`src/amu_pkg.sv`:
```
package amu_pkg;

    localparam int FRAC_BITS_DEF  = 16;
    localparam int ANGLE_BITS_DEF = 16;
    localparam int CORDIC_STEPS   = 28;
    localparam int CORDIC_W       = 34;
    localparam int STEP_W         = 4;

    localparam logic signed [CORDIC_W-1:0] CORDIC_GAIN = 34'sd652032874;

    localparam logic [3:0] CMD_SET       = 4'd0;
    localparam logic [3:0] CMD_IDENTITY  = 4'd1;
    localparam logic [3:0] CMD_TRANSLATE = 4'd2;
    localparam logic [3:0] CMD_SCALE     = 4'd3;
    localparam logic [3:0] CMD_ROTATE    = 4'd4;
    localparam logic [3:0] CMD_INVERT    = 4'd5;
    localparam logic [3:0] CMD_TRANSFORM = 4'd6;
    localparam logic [3:0] CMD_DELTA     = 4'd7;
    localparam logic [3:0] CMD_READ      = 4'd8;

    localparam logic [3:0] OP_NOP           = 4'd0;
    localparam logic [3:0] OP_SET           = 4'd1;
    localparam logic [3:0] OP_IDENT         = 4'd2;
    localparam logic [3:0] OP_TRANS         = 4'd3;
    localparam logic [3:0] OP_LOAD_SCALE    = 4'd4;
    localparam logic [3:0] OP_LOAD_ROT      = 4'd5;
    localparam logic [3:0] OP_COMMIT_LIN    = 4'd6;
    localparam logic [3:0] OP_COMMIT_SH     = 4'd7;
    localparam logic [3:0] OP_DET_CHECK     = 4'd8;
    localparam logic [3:0] OP_COMMIT_INV_LIN = 4'd9;
    localparam logic [3:0] OP_COMMIT_INV_SH = 4'd10;
    localparam logic [3:0] OP_DOT           = 4'd11;
    localparam logic [3:0] OP_CORDIC        = 4'd12;
    localparam logic [3:0] OP_DIV           = 4'd13;
    localparam logic [3:0] OP_EMIT          = 4'd14;

    localparam logic ROW_AC = 1'b0;
    localparam logic ROW_BD = 1'b1;

    localparam logic [1:0] VEC_COL0 = 2'd0;
    localparam logic [1:0] VEC_COL1 = 2'd1;
    localparam logic [1:0] VEC_PT   = 2'd2;
    localparam logic [1:0] VEC_SH   = 2'd3;

    localparam logic [2:0] T_A    = 3'd0;
    localparam logic [2:0] T_B    = 3'd1;
    localparam logic [2:0] T_C    = 3'd2;
    localparam logic [2:0] T_D    = 3'd3;
    localparam logic [2:0] T_X    = 3'd4;
    localparam logic [2:0] T_Y    = 3'd5;
    localparam logic [2:0] T_NONE = 3'd7;

    localparam logic [1:0] NUM_D  = 2'd0;
    localparam logic [1:0] NUM_NB = 2'd1;
    localparam logic [1:0] NUM_NC = 2'd2;
    localparam logic [1:0] NUM_A  = 2'd3;

    localparam logic [2:0] OS_ZERO = 3'd0;
    localparam logic [2:0] OS_PT   = 3'd1;
    localparam logic [2:0] OS_DP   = 3'd2;
    localparam logic [2:0] OS_R0   = 3'd3;
    localparam logic [2:0] OS_R1   = 3'd4;
    localparam logic [2:0] OS_R2   = 3'd5;

    typedef struct packed {
        logic [3:0] op;
        logic       row;
        logic [1:0] vec;
        logic       det;
        logic [2:0] dst;
        logic [1:0] num;
        logic [2:0] osel;
        logic       olast;
        logic       wt;
        logic       fin;
    } uop_t;

    typedef struct packed {
        uop_t u;
        logic take;
    } ctl_cmd_t;

    typedef struct packed {
        logic done;
        logic out_free;
    } dp_status_t;

    function automatic logic signed [CORDIC_W-1:0] atan_turn(input logic [4:0] idx);
        logic signed [CORDIC_W-1:0] v;
        case (idx)
            5'd0:  v = 34'sd536870912;
            5'd1:  v = 34'sd316933406;
            5'd2:  v = 34'sd167458907;
            5'd3:  v = 34'sd85004756;
            5'd4:  v = 34'sd42667331;
            5'd5:  v = 34'sd21354465;
            5'd6:  v = 34'sd10679838;
            5'd7:  v = 34'sd5340245;
            5'd8:  v = 34'sd2670163;
            5'd9:  v = 34'sd1335087;
            5'd10: v = 34'sd667544;
            5'd11: v = 34'sd333772;
            5'd12: v = 34'sd166886;
            5'd13: v = 34'sd83443;
            5'd14: v = 34'sd41722;
            5'd15: v = 34'sd20861;
            5'd16: v = 34'sd10430;
            5'd17: v = 34'sd5215;
            5'd18: v = 34'sd2608;
            5'd19: v = 34'sd1304;
            5'd20: v = 34'sd652;
            5'd21: v = 34'sd326;
            5'd22: v = 34'sd163;
            5'd23: v = 34'sd81;
            5'd24: v = 34'sd41;
            5'd25: v = 34'sd20;
            5'd26: v = 34'sd10;
            5'd27: v = 34'sd5;
            default: v = '0;
        endcase
        return v;
    endfunction

    function automatic uop_t op_u(input logic [3:0] op);
        uop_t u;
        u = '0;
        u.op = op;
        u.dst = T_NONE;
        return u;
    endfunction

    function automatic uop_t dot_u(input logic row, input logic [1:0] vec, input logic det,
                                   input logic [2:0] dst);
        uop_t u;
        u = op_u(OP_DOT);
        u.row = row;
        u.vec = vec;
        u.det = det;
        u.dst = dst;
        u.wt = 1'b1;
        return u;
    endfunction

    function automatic uop_t div_u(input logic [1:0] num, input logic [2:0] dst);
        uop_t u;
        u = op_u(OP_DIV);
        u.num = num;
        u.dst = dst;
        u.wt = 1'b1;
        return u;
    endfunction

    function automatic uop_t emit_u(input logic [2:0] osel, input logic last);
        uop_t u;
        u = op_u(OP_EMIT);
        u.osel = osel;
        u.olast = last;
        u.fin = last;
        return u;
    endfunction

    // Post-multiply of the linear part, then the translation through the new part.
    function automatic uop_t pm_step(input logic [STEP_W-1:0] k);
        uop_t u;
        unique case (k)
            4'd0:    u = dot_u(ROW_AC, VEC_COL0, 1'b0, T_A);
            4'd1:    u = dot_u(ROW_AC, VEC_COL1, 1'b0, T_C);
            4'd2:    u = dot_u(ROW_BD, VEC_COL0, 1'b0, T_B);
            4'd3:    u = dot_u(ROW_BD, VEC_COL1, 1'b0, T_D);
            4'd4:    u = op_u(OP_COMMIT_LIN);
            4'd5:    u = dot_u(ROW_AC, VEC_SH, 1'b0, T_X);
            4'd6:    u = dot_u(ROW_BD, VEC_SH, 1'b0, T_Y);
            4'd7:    u = op_u(OP_COMMIT_SH);
            default: u = emit_u(OS_ZERO, 1'b1);
        endcase
        return u;
    endfunction

    function automatic uop_t ucode(input logic [3:0] cmd, input logic [STEP_W-1:0] step);
        uop_t u;
        unique case (cmd)
            CMD_SET:       u = (step == '0) ? op_u(OP_SET) : emit_u(OS_ZERO, 1'b1);
            CMD_IDENTITY:  u = (step == '0) ? op_u(OP_IDENT) : emit_u(OS_ZERO, 1'b1);
            CMD_TRANSLATE: u = (step == '0) ? op_u(OP_TRANS) : emit_u(OS_ZERO, 1'b1);
            CMD_SCALE:     u = (step == '0) ? op_u(OP_LOAD_SCALE) : pm_step(step - 4'd1);
            CMD_ROTATE: begin
                if (step == 4'd0) begin
                    u = op_u(OP_CORDIC);
                    u.wt = 1'b1;
                end else if (step == 4'd1) begin
                    u = op_u(OP_LOAD_ROT);
                end else begin
                    u = pm_step(step - 4'd2);
                end
            end
            CMD_INVERT: begin
                unique case (step)
                    4'd0:    u = dot_u(ROW_AC, VEC_SH, 1'b1, T_NONE);
                    4'd1:    u = op_u(OP_DET_CHECK);
                    4'd2:    u = div_u(NUM_D, T_A);
                    4'd3:    u = div_u(NUM_NB, T_B);
                    4'd4:    u = div_u(NUM_NC, T_C);
                    4'd5:    u = div_u(NUM_A, T_D);
                    4'd6:    u = op_u(OP_COMMIT_INV_LIN);
                    4'd7:    u = dot_u(ROW_AC, VEC_SH, 1'b0, T_X);
                    4'd8:    u = dot_u(ROW_BD, VEC_SH, 1'b0, T_Y);
                    4'd9:    u = op_u(OP_COMMIT_INV_SH);
                    default: u = emit_u(OS_ZERO, 1'b1);
                endcase
            end
            CMD_TRANSFORM, CMD_DELTA: begin
                unique case (step)
                    4'd0:    u = dot_u(ROW_AC, VEC_PT, 1'b0, T_X);
                    4'd1:    u = dot_u(ROW_BD, VEC_PT, 1'b0, T_Y);
                    default: u = emit_u((cmd == CMD_DELTA) ? OS_DP : OS_PT, 1'b1);
                endcase
            end
            CMD_READ: begin
                unique case (step)
                    4'd0:    u = emit_u(OS_R0, 1'b0);
                    4'd1:    u = emit_u(OS_R1, 1'b0);
                    default: u = emit_u(OS_R2, 1'b1);
                endcase
            end
            default: u = emit_u(OS_ZERO, 1'b1);
        endcase
        return u;
    endfunction

endpackage

```
`src/amu_controller.sv`:
```
module amu_controller
    import amu_pkg::*;
(
    input  logic       aclk,
    input  logic       aresetn,
    input  logic       s_valid,
    input  logic [3:0] s_command,
    output logic       s_ready,
    input  dp_status_t status,
    output ctl_cmd_t   cmd
);

    localparam logic [1:0] ST_IDLE  = 2'd0;
    localparam logic [1:0] ST_ISSUE = 2'd1;
    localparam logic [1:0] ST_WAIT  = 2'd2;

    logic [1:0]        state_reg, state_next;
    logic [3:0]        cmd_reg, cmd_next;
    logic [STEP_W-1:0] step_reg, step_next;
    uop_t              u;

    assign u = ucode(cmd_reg, step_reg);

    always_comb begin
        state_next = state_reg;
        cmd_next   = cmd_reg;
        step_next  = step_reg;
        s_ready    = 1'b0;
        cmd.take   = 1'b0;
        cmd.u      = op_u(OP_NOP);
        unique case (state_reg)
            ST_IDLE: begin
                s_ready = 1'b1;
                if (s_valid) begin
                    cmd.take   = 1'b1;
                    cmd_next   = s_command;
                    step_next  = '0;
                    state_next = ST_ISSUE;
                end
            end
            ST_ISSUE: begin
                if (u.op != OP_EMIT || status.out_free) begin
                    cmd.u = u;
                    if (u.wt) begin
                        state_next = ST_WAIT;
                    end else if (u.fin) begin
                        state_next = ST_IDLE;
                    end else begin
                        step_next = step_reg + 4'd1;
                    end
                end
            end
            ST_WAIT: begin
                if (status.done) begin
                    if (u.fin) begin
                        state_next = ST_IDLE;
                    end else begin
                        step_next  = step_reg + 4'd1;
                        state_next = ST_ISSUE;
                    end
                end
            end
            default: state_next = ST_IDLE;
        endcase
    end

    always_ff @(posedge aclk) begin
        if (!aresetn) begin
            state_reg <= ST_IDLE;
            cmd_reg   <= CMD_SET;
            step_reg  <= '0;
        end else begin
            state_reg <= state_next;
            cmd_reg   <= cmd_next;
            step_reg  <= step_next;
        end
    end

endmodule

```
`config.mk`:
```
export PLATFORM = sky130hd
export DESIGN_NAME = amu_controller
export DESIGN_NICKNAME = d
export VERILOG_FILES = /design/src/amu_pkg.sv /design/src/amu_controller.sv
export SDC_FILE = /design/constraint.sdc
export NUM_CORES = 1
export LEC_CHECK = 0
export ABC_AREA = 1
export BUFFER_PORTS_ARGS = -buffer_cell sky130_fd_sc_hd__buf_2
export CAP_MARGIN = 20
export CORE_MARGIN = 1.5
export CORE_UTILIZATION = 59
export DETAILED_ROUTE_END_ITERATION = 6
export PLACE_DENSITY = 0.89
export REMOVE_ABC_BUFFERS = 1
export SETUP_SLACK_MARGIN = 0.1
export SLEW_MARGIN = 5
export SYNTH_ARGS = -nofsm -noshare
export SYNTH_HDL_FRONTEND = slang
export SYNTH_SLANG_ARGS = --single-unit
```
`constraint.sdc`:
```
create_clock -name aclk -period 3.35 [get_ports aclk]
set_clock_uncertainty 0.05 [all_clocks]
set_input_delay 0.5025 -clock aclk [delete_from_list [all_inputs] [get_ports aclk]]
set_output_delay 0.5025 -clock aclk [all_outputs]
set_load 0.1 [all_outputs]
```
Yosys cells after proc, flatten, opt, wreduce, memory -nomap -nowiden
Memory sizes are Yosys's and may differ from the RTL's. A register that Yosys moved wholly into a read port is not among the register bits.
Index checks and enable logic that the tools add are counted.
- reductions and logical operators: 9
- eq/ne operators: 17
- mux-type cells: 32
- add/sub/neg operators: 3
- operators with widths (operator ; count):
    $mux W19 ; 10
    $pmux W19 S8 ; 1
    $pmux W18 S2 ; 1
    $mux W4 ; 7
    $eq A4 B3 Y1 const B ; 4
    $mux W2 ; 6
    $pmux W4 S3 ; 1
    $pmux W6 S2 ; 1
    $eq A4 B1 Y1 const B ; 2
    $eq A4 B2 Y1 const B ; 2
    $logic_not A4 Y1 ; 2
    $ne A2 B2 Y1 const B ; 4
    $pmux W2 S3 ; 1
    $reduce_and A5 Y1 ; 1
    $add A4 B1 Y4 const B ; 1
    $eq A4 B4 Y1 const B ; 1
    $mux W1 ; 4
    $ne A4 B4 Y1 const B ; 1
    $reduce_and A4 Y1 ; 1
    $sub A4 B1 Y4 const B ; 1
    $sub A4 B2 Y4 const B ; 1
    $ne A3 B3 Y1 const B ; 1
    $reduce_bool A3 Y1 ; 1
    $eq A2 B1 Y1 const B ; 1
    other kinds (5) ; 5
- output and inout bits: 21
- bits in read-only memories: 400
- memories kept: 3
- input bits: 9
- register bits after elaboration: 10
- logic and storage cells: 67
- memory list (name ; words ; bits a word ; read ports ; clocked after memory_dff ; write ports ; RTL line ; text):
    (name not given) ; 16 ; 15 ; 1 ; 1 ; 0 ; amu_pkg.sv:197 ; unique case (step)
    (name not given) ; 8 ; 10 ; 1 ; 0 ; 0 ; amu_pkg.sv:165 ; unique case (k)
    (name not given) ; 8 ; 10 ; 1 ; 0 ; 0 ; amu_pkg.sv:165 ;

Depth between registers and ports, before layout
Gate-level depths: netlist of the first run.
An unclocked memory read counts as a cell.
- word-level depth: 12
- gate-level depth with buffers: 24
- gate-level depth less buffers: 23

Worst setup path before layout of the first run
OpenSTA, ideal clock, no wires.
- path type: register to output
- start: reg step_reg[1]
- end: out cmd[6] in the netlist's numbering
- data arrival time: 4.065 ns
- path buffers: 0
- stages on the path, launching flop included: 14
- setup slack: -1.268 ns
- required time: 2.797 ns
- cells stage by stage: dfxtp_1 > inv_1 > ha_1 > inv_1 > nand2_1 > inv_1 > nand3_1 > nand2_1 > nand2_1 > nor2_1 > nor2_2 > nand3_1 > nand2_1 > a211oi_1
- RTL lines (item ; RTL line ; text):
    start, declared ; amu_controller.sv:19 ; logic [STEP_W-1:0] step_reg, step_next;
    start signal, assigned ; amu_controller.sv:75 ; step_reg <= step_next;
    end, declared ; amu_controller.sv:10 ; output ctl_cmd_t cmd

==> flow_summary_export.csv, run 1 <==
group,metric,value,unit
outcome,run_status,"finished, final reports clean",
global_route,grt_pass1_vias,2274,
sta,fmaxAchievable,312,MHz
global_route,first_pass_grt_wire_length,10700,um
placed_design,routabilityCongestion,0.995,
sta,final-max-slew-violation-count,0,
setup_path,worst_ep_required_time,2.80,ns
routing,detail_route.vias_per_cell,5.80,
global_route,grtUsageMet2,56.4,%
synthesis,post-synth-top-area-cell,"dfxtp_1",
die,placement_rows,22,
setup_path,cpMaxStageDelayCell,"dfxtp_1",
die,die_area,4260,um^2
job,drv_cap,0,
sta,post-route-min-period,3.20,ns
synthesis,avgSynthCellArea,6.50,um^2
setup_path,critPathKind,"reg2out",
sta,relSlewSlack,67.9,%
setup_path,cp_top_family,"simple AND/OR/NAND/NOR gates",
synthesis,synth_top_flop_cell,"dfxtp_1",
placed_design,placedInstanceArea,2720,um^2
power,vdd_ir_drop_max,0.662,mV
power,p_per_area,1080,nW/um^2
placed_design,dp.cells,427,
finish,highest_count_cells_in_the_layout_ignoring_fill_and_taps,"nand2_1 (89), inv_1 (36), nand3_1 (34)",
finish,layoutNonFillerInstCount,434,
routing,post_dr_wirelength_cell,15.9,um
setup_path,crit_top_cell,"nand2_1",
finish,syn2layout_area_growth,27.8,%
setup_path,critical_path_buf_inv_count,4,
finish,count_of_inserted_antenna_diode_cells,0,
synthesis,synth_warnings,0,
placed_design,dp_slack,0.137,ns
cts,cts-root-to-sink-buffers,2,
synthesis,yosysSeqAreaShare,20.1,%
cts,clk_root_buffer_cell,"clkbuf_8",
sta,final-setup-viol-count,0,
routing,dr_total_vias,2516,
synthesis,synth-seq-cells,23,
sta,worstMarginPinSlew,0.486,ns
setup_path,critPathArrivalTime,2.65,ns
finish,seqCellArea,462,um^2
die,floorplan.die.width,65.3,um
routing,totalWireLength,6910,um
sta,hold_violations,0,
die,design.core.area,3690,um^2
global_route,busiest_layer,"met2",
synthesis,yosys.cell_types.count,38,
sta,setup_slack,0.149,ns
synthesis,synth-edff-count,0,
synthesis,synth.cell_area,2290,um^2
cts,clk_pin_slew_worst_paths,0.08,ns
cts,cts.htree.levels,1,
finish,fillCellCount,260,
synthesis,async_reset_ff_share,0,%
routing,detail-route-antenna-nets,0,
global_route,global_route.usage.total,32.2,%
sta,rsz0062_at_grt,"true",
setup_path,critical_path.endpoint_type,"primary output",
global_route,globalRoute.totalOverflow,0,
cts,cts.sinks,23,
power,power.leakage,0.00141,uW
synthesis,synth.area.top_cells,"dfxtp_1 (20%), nand2_1 (15%), ha_1 (13%)",
global_route,grt.met3_usage,3.08,%
synthesis,synth_top_cell_area_share,20.1,%
cts,cts_hold_repair.buffers,0,
routing,dr.first_iter.drc_count,274,
setup_path,setup.worst_path.start_class,"register",
finish,most_common_cell_after_layout_fill_and_taps_aside,"nand2_1",
finish,multiInputGateArea,1730,um^2
die,die_height,65.3,um
min_path,timing.hold.worst.class,"in2reg",
cts,cts_tree,"done",
placed_design,port_buffers,29,
routing,post-route-drc-count,0,
setup_path,timing.critical_path.cells,"inv_2 > ha_2 > nand2_1 > inv_1 > nand3_1 > nand2_1 > nand2_1 > nor2_2 > nor2_2 > nand3_1 > nand2_1 > buf_4 > a31oi_2 > buf_12",
sta,post-route-period-util,95.5,%
die,pin_count,30,
routing,drt_pass1_iterations,5,
global_route,met1_resource_use_gr,40.4,%
die,initial_utilization,62.0,%
cts,clock_latency,0.27,ns
cts,number_of_buffers_created_by_cts,3,
finish,final_cell_area,2920,um^2
placed_design,hpwl,5220,um
global_route,grt_antenna_before_repair,0,
global_route,grt_start_max_net_pins,14,
setup_path,crit_path_max_fanout,6,
finish,num-nets-final,419,
setup_path,max_stage_delay,0.40,ns
finish,final_layout_size_suffix_gt1_share,30.8,%
synthesis,syn_inst,352,
## metrics by stage
| stage | setup TNS (ns) | hold slack, ns | util, % | power [uW] |
|---|---|---|---|---|
| 2_1_floorplan | -10.77 | 0.448 | - | 2160 |
| 3_5_place_dp | 0 | 0.492 | 73.6 | 2750 |
| 3_3_place_gp | 0 | 0.477 | 73.6 | 2680 |
| 6_report | 0 | 0.471 | 79.3 | 3170 |
| 5_1_grt | 0 | 0.506 | 79.3 | 3360 |
| 4_1_cts | 0 | 0.471 | 75.6 | 2950 |
## worst min-delay path, delay by kind of cell
family                 cells  cell delay, ns
AO/OA/AOI/OAI              2            0.17
buffers and inverters      1            0.07
## metal layers
layer | wire length, um | vias to the layer above
li1 | - | 1205
met1 | 2760 | 1158
met2 | 3490 | 132
met3 | 470 | 21
met4 | 191 | 0
met5 | 0 | -
## synthesized netlist by cell type (2+ instances only)
master / count
nand2_1: 91
inv_1: 38
nand3_1: 34
nor2_1: 25
dfxtp_1: 23
ha_1: 23
nand2_2: 16
a21oi_1: 13
o21ai_0: 13
inv_2: 11
nor2_2: 11
nand3_2: 6
nor2_4: 5
a211oi_1: 4
a31oi_1: 4
nand2_4: 3
nor3_1: 3
o21ai_1: 3
buf_2: 2
buf_4: 2
buf_6: 2
nand4_1: 2
o22ai_1: 2
xnor2_1: 2
## cell families after synthesis
logic type / Yosys count / share of synthesized area [%]
simple gates: 201 / 43.8
flops: 23 / 20.1
buf+inv: 55 / 10.1
compound gates: 47 / 12.2
fa+ha+maj: 23 / 12.6
xor+xnor: 3 / 1.15
## what timing repair did
action | in CTS | in global routing
pin swaps | 0 | 2
buffers inserted | 0 | 3
endpoints found under the setup margin | 14 | 23
resized for setup | 8 | 25
## worst paths after layout
path	start	endpoint	slack [ns]	depth (start not counted)
hold reg to reg	state_reg[1]	state_reg[1]	0.51	2
setup reg to reg	step_reg[1]	register	0.34	17
setup / recovery	step_reg[0]	cmd[18]	0.15	14
hold / removal	s_command[2]	cmd_reg[2]	0.47	3
## where the power goes
group	switching (uW)	total, uW	internal (uW)
registers	63.7	433	369
clock network	85.1	168	83.0
logic	1800	2570	772
total	1940	3170	1220
## layout make-up
type | count | area share (%)
flip-flops and latches | 23 | 15.8
clock inverters | 1 | 0.171
repair buffers | 36 | 15.0
clock buffers | 3 | 1.41
inverters | 49 | 6.38
multi-input cells | 274 | 59.2
well taps | 48 | 2.05
No activity file was read; power rests on OpenSTA's default activity.
==> inputs of run 2 (changes only) <==
CORE_UTILIZATION = 60   (was 59)
CTS_BUF_LIST = sky130_fd_sc_hd__clkbuf_2 sky130_fd_sc_hd__clkbuf_4 sky130_fd_sc_hd__clkbuf_8   (was not set)
PLACE_DENSITY = 0.9   (was 0.89)
==> run 2 against run 1 <==
Critical path depth down 4. Clock-buffer cell count is the same. Via count shrank 2.1%. Die area is 1.6% lower. Worst hold slack worse by 0.0016 ns. Flip-flop and latch count unchanged. Final area up 0.30%. Critical path type unchanged.
==> flow_summary_export.csv, run 2 (synthesized netlist as in run 1, its figures left out) <==
group,metric,value,unit
cts,cts.htree.levels,1,
setup_path,startpoint,"step_reg[1]",
job,drv_cap,0,
sta,post-route-min-period,3.08,ns
min_path,min-delay-start,"s_command[1]",
setup_path,critPathKind,"reg2out",
cts,cts_tree,"done",
finish,most_common_cell_after_layout_fill_and_taps_aside,"nand2_1",
finish,syn2layout_area_growth,28.2,%
setup_path,ff2ff_setup_slack,0.40,ns
sta,rsz0062_at_grt,"false",
setup_path,worst_ep_required_time,2.80,ns
cts,cts.sinks,23,
setup_path,critPathArrivalTime,2.53,ns
setup_path,setup.worst_path.start_class,"register",
global_route,grt_start_max_net_pins,14,
die,die_area,4190,um^2
die,initial_utilization,62.5,%
sta,relSlewSlack,63.1,%
routing,post_dr_wirelength_cell,15.0,um
outcome,run_status,"finished, final reports clean",
setup_path,critical_path.endpoint_type,"primary output",
sta,fmaxAchievable,324,MHz
global_route,first_pass_grt_wire_length,10500,um
die,design.core.area,3660,um^2
setup_path,reg2reg_from,"step_reg[1]",
sta,final-setup-viol-count,0,
finish,num-nets-final,420,
cts,clk_root_buffer_cell,"clkbuf_8",
sta,post-route-period-util,92.1,%
placed_design,placedInstanceArea,2720,um^2
global_route,grt_antenna_before_repair,0,
routing,detail-route-antenna-nets,0,
finish,count_of_inserted_antenna_diode_cells,0,
power,power,3140,uW
routing,detail_route.vias_per_cell,5.66,
placed_design,port_buffers,29,
global_route,grt_pass1_vias,2255,
die,placement_rows,22,
die,pin_count,30,
finish,utilization,80.1,%
sta,worstMarginPinSlew,0.539,ns
sta,hold_violations,0,
finish,highest_count_cells_in_the_layout_ignoring_fill_and_taps,"nand2_1 (89), inv_1 (35), nand3_1 (33)",
cts,number_of_buffers_created_by_cts,3,
cts,clk_pin_slew_worst_paths,0.08,ns
power,vdd_ir_drop_max,0.604,mV
routing,drt_pass1_iterations,5,
routing,totalWireLength,6530,um
sta,worst_slack_on_hold_paths,0.469,ns
cts,clock_latency,0.27,ns
power,p_per_area,1070,nW/um^2
setup_path,crit_path_max_fanout,10,
routing,post-route-drc-count,0,
power,power.leakage,0.00142,uW
die,die_height,64.8,um
placed_design,routabilityCongestion,0.990,
min_path,timing.hold.worst.class,"in2reg",
global_route,globalRoute.totalOverflow,0,
setup_path,rr_worst_depth,20,
finish,final_cell_area,2930,um^2
placed_design,dp_slack,0.0292,ns
sta,final-max-slew-violation-count,0,
placed_design,hpwl,5110,um
routing,dr_total_vias,2464,
die,floorplan.die.width,64.8,um
setup_path,worstSetupEndpoint,"cmd[11]",
sta,setup_slack,0.266,ns
global_route,global_route.usage.total,32.0,%
routing,dr.first_iter.drc_count,240,
cts,cts-root-to-sink-buffers,2,
finish,final_layout_size_suffix_gt1_share,30.7,%
==> run 2: how the worst min path moves through the flow <==
stage                   endpoint  slack (ns)  depth (start not counted)
floorplan           state_reg[1]        0.45                          2
global placement    state_reg[1]        0.48                          2
detailed placement  state_reg[1]        0.50                          2
CTS                   cmd_reg[0]        0.47                          3
global route          cmd_reg[0]        0.47                          3
finish                cmd_reg[1]        0.47                          3
==> run 2: power by group <==
part	leakage (uW)	total, uW	switching [uW]	internal (uW)
clock	0.0000255	172	88.8	83.1
sequential	0.000190	432	62.7	369
combinational	0.00120	2540	1760	776
total	0.00142	3140	1920	1230
==> run 2: metal layers <==
layer / vias up / GRT usage (%) / routed length (um)
li1: 1209 / - / -
met5: - / 0 / 0
met1: 1118 / 42.1 / 2750
met3: 17 / 3.65 / 434
met4: 0 / 10.9 / 157
met2: 120 / 54.0 / 3190
==> run 2: cell type report <==
| type | count | area, um^2 |
|---|---|---|
| inverters | 49 | 189 |
| multi-input cells | 274 | 1730 |
| well taps | 48 | 60.1 |
| fillers | 254 | 728 |
| flip-flops and latches | 23 | 462 |
| clock inverters | 1 | 5.00 |
| clock buffers | 3 | 41.3 |
| repair buffers | 37 | 445 |
==> run 2: critical path: stages, from the launching register on <==
cell and delay [ns]:
dfxtp_2 0.34, inv_4 0.11, ha_1 0.25, nand2_1 0.09
nand2_1 0.06, nand2_1 0.16, nor3_2 0.24, a21oi_1 0.11
a2111oi_0 0.45, nand3_1 0.22, buf_12 0.23
==> run 2: what timing repair did <==
item                       4_1_cts  5_1_grt
setup endpoints to repair       13       19
hold buffers                     0        0
pin swaps                        0        1
hold endpoints to repair         0        0
gates cloned                     0        0
gates resized for setup          8       27
buffers inserted                 0        4
==> run 2: through the flow <==
step,TNS (ns),std cells
global route,0,435
CTS,0,431
floorplan,-10.77,346
global placement,0,427
detailed placement,0,427
finish,0,435
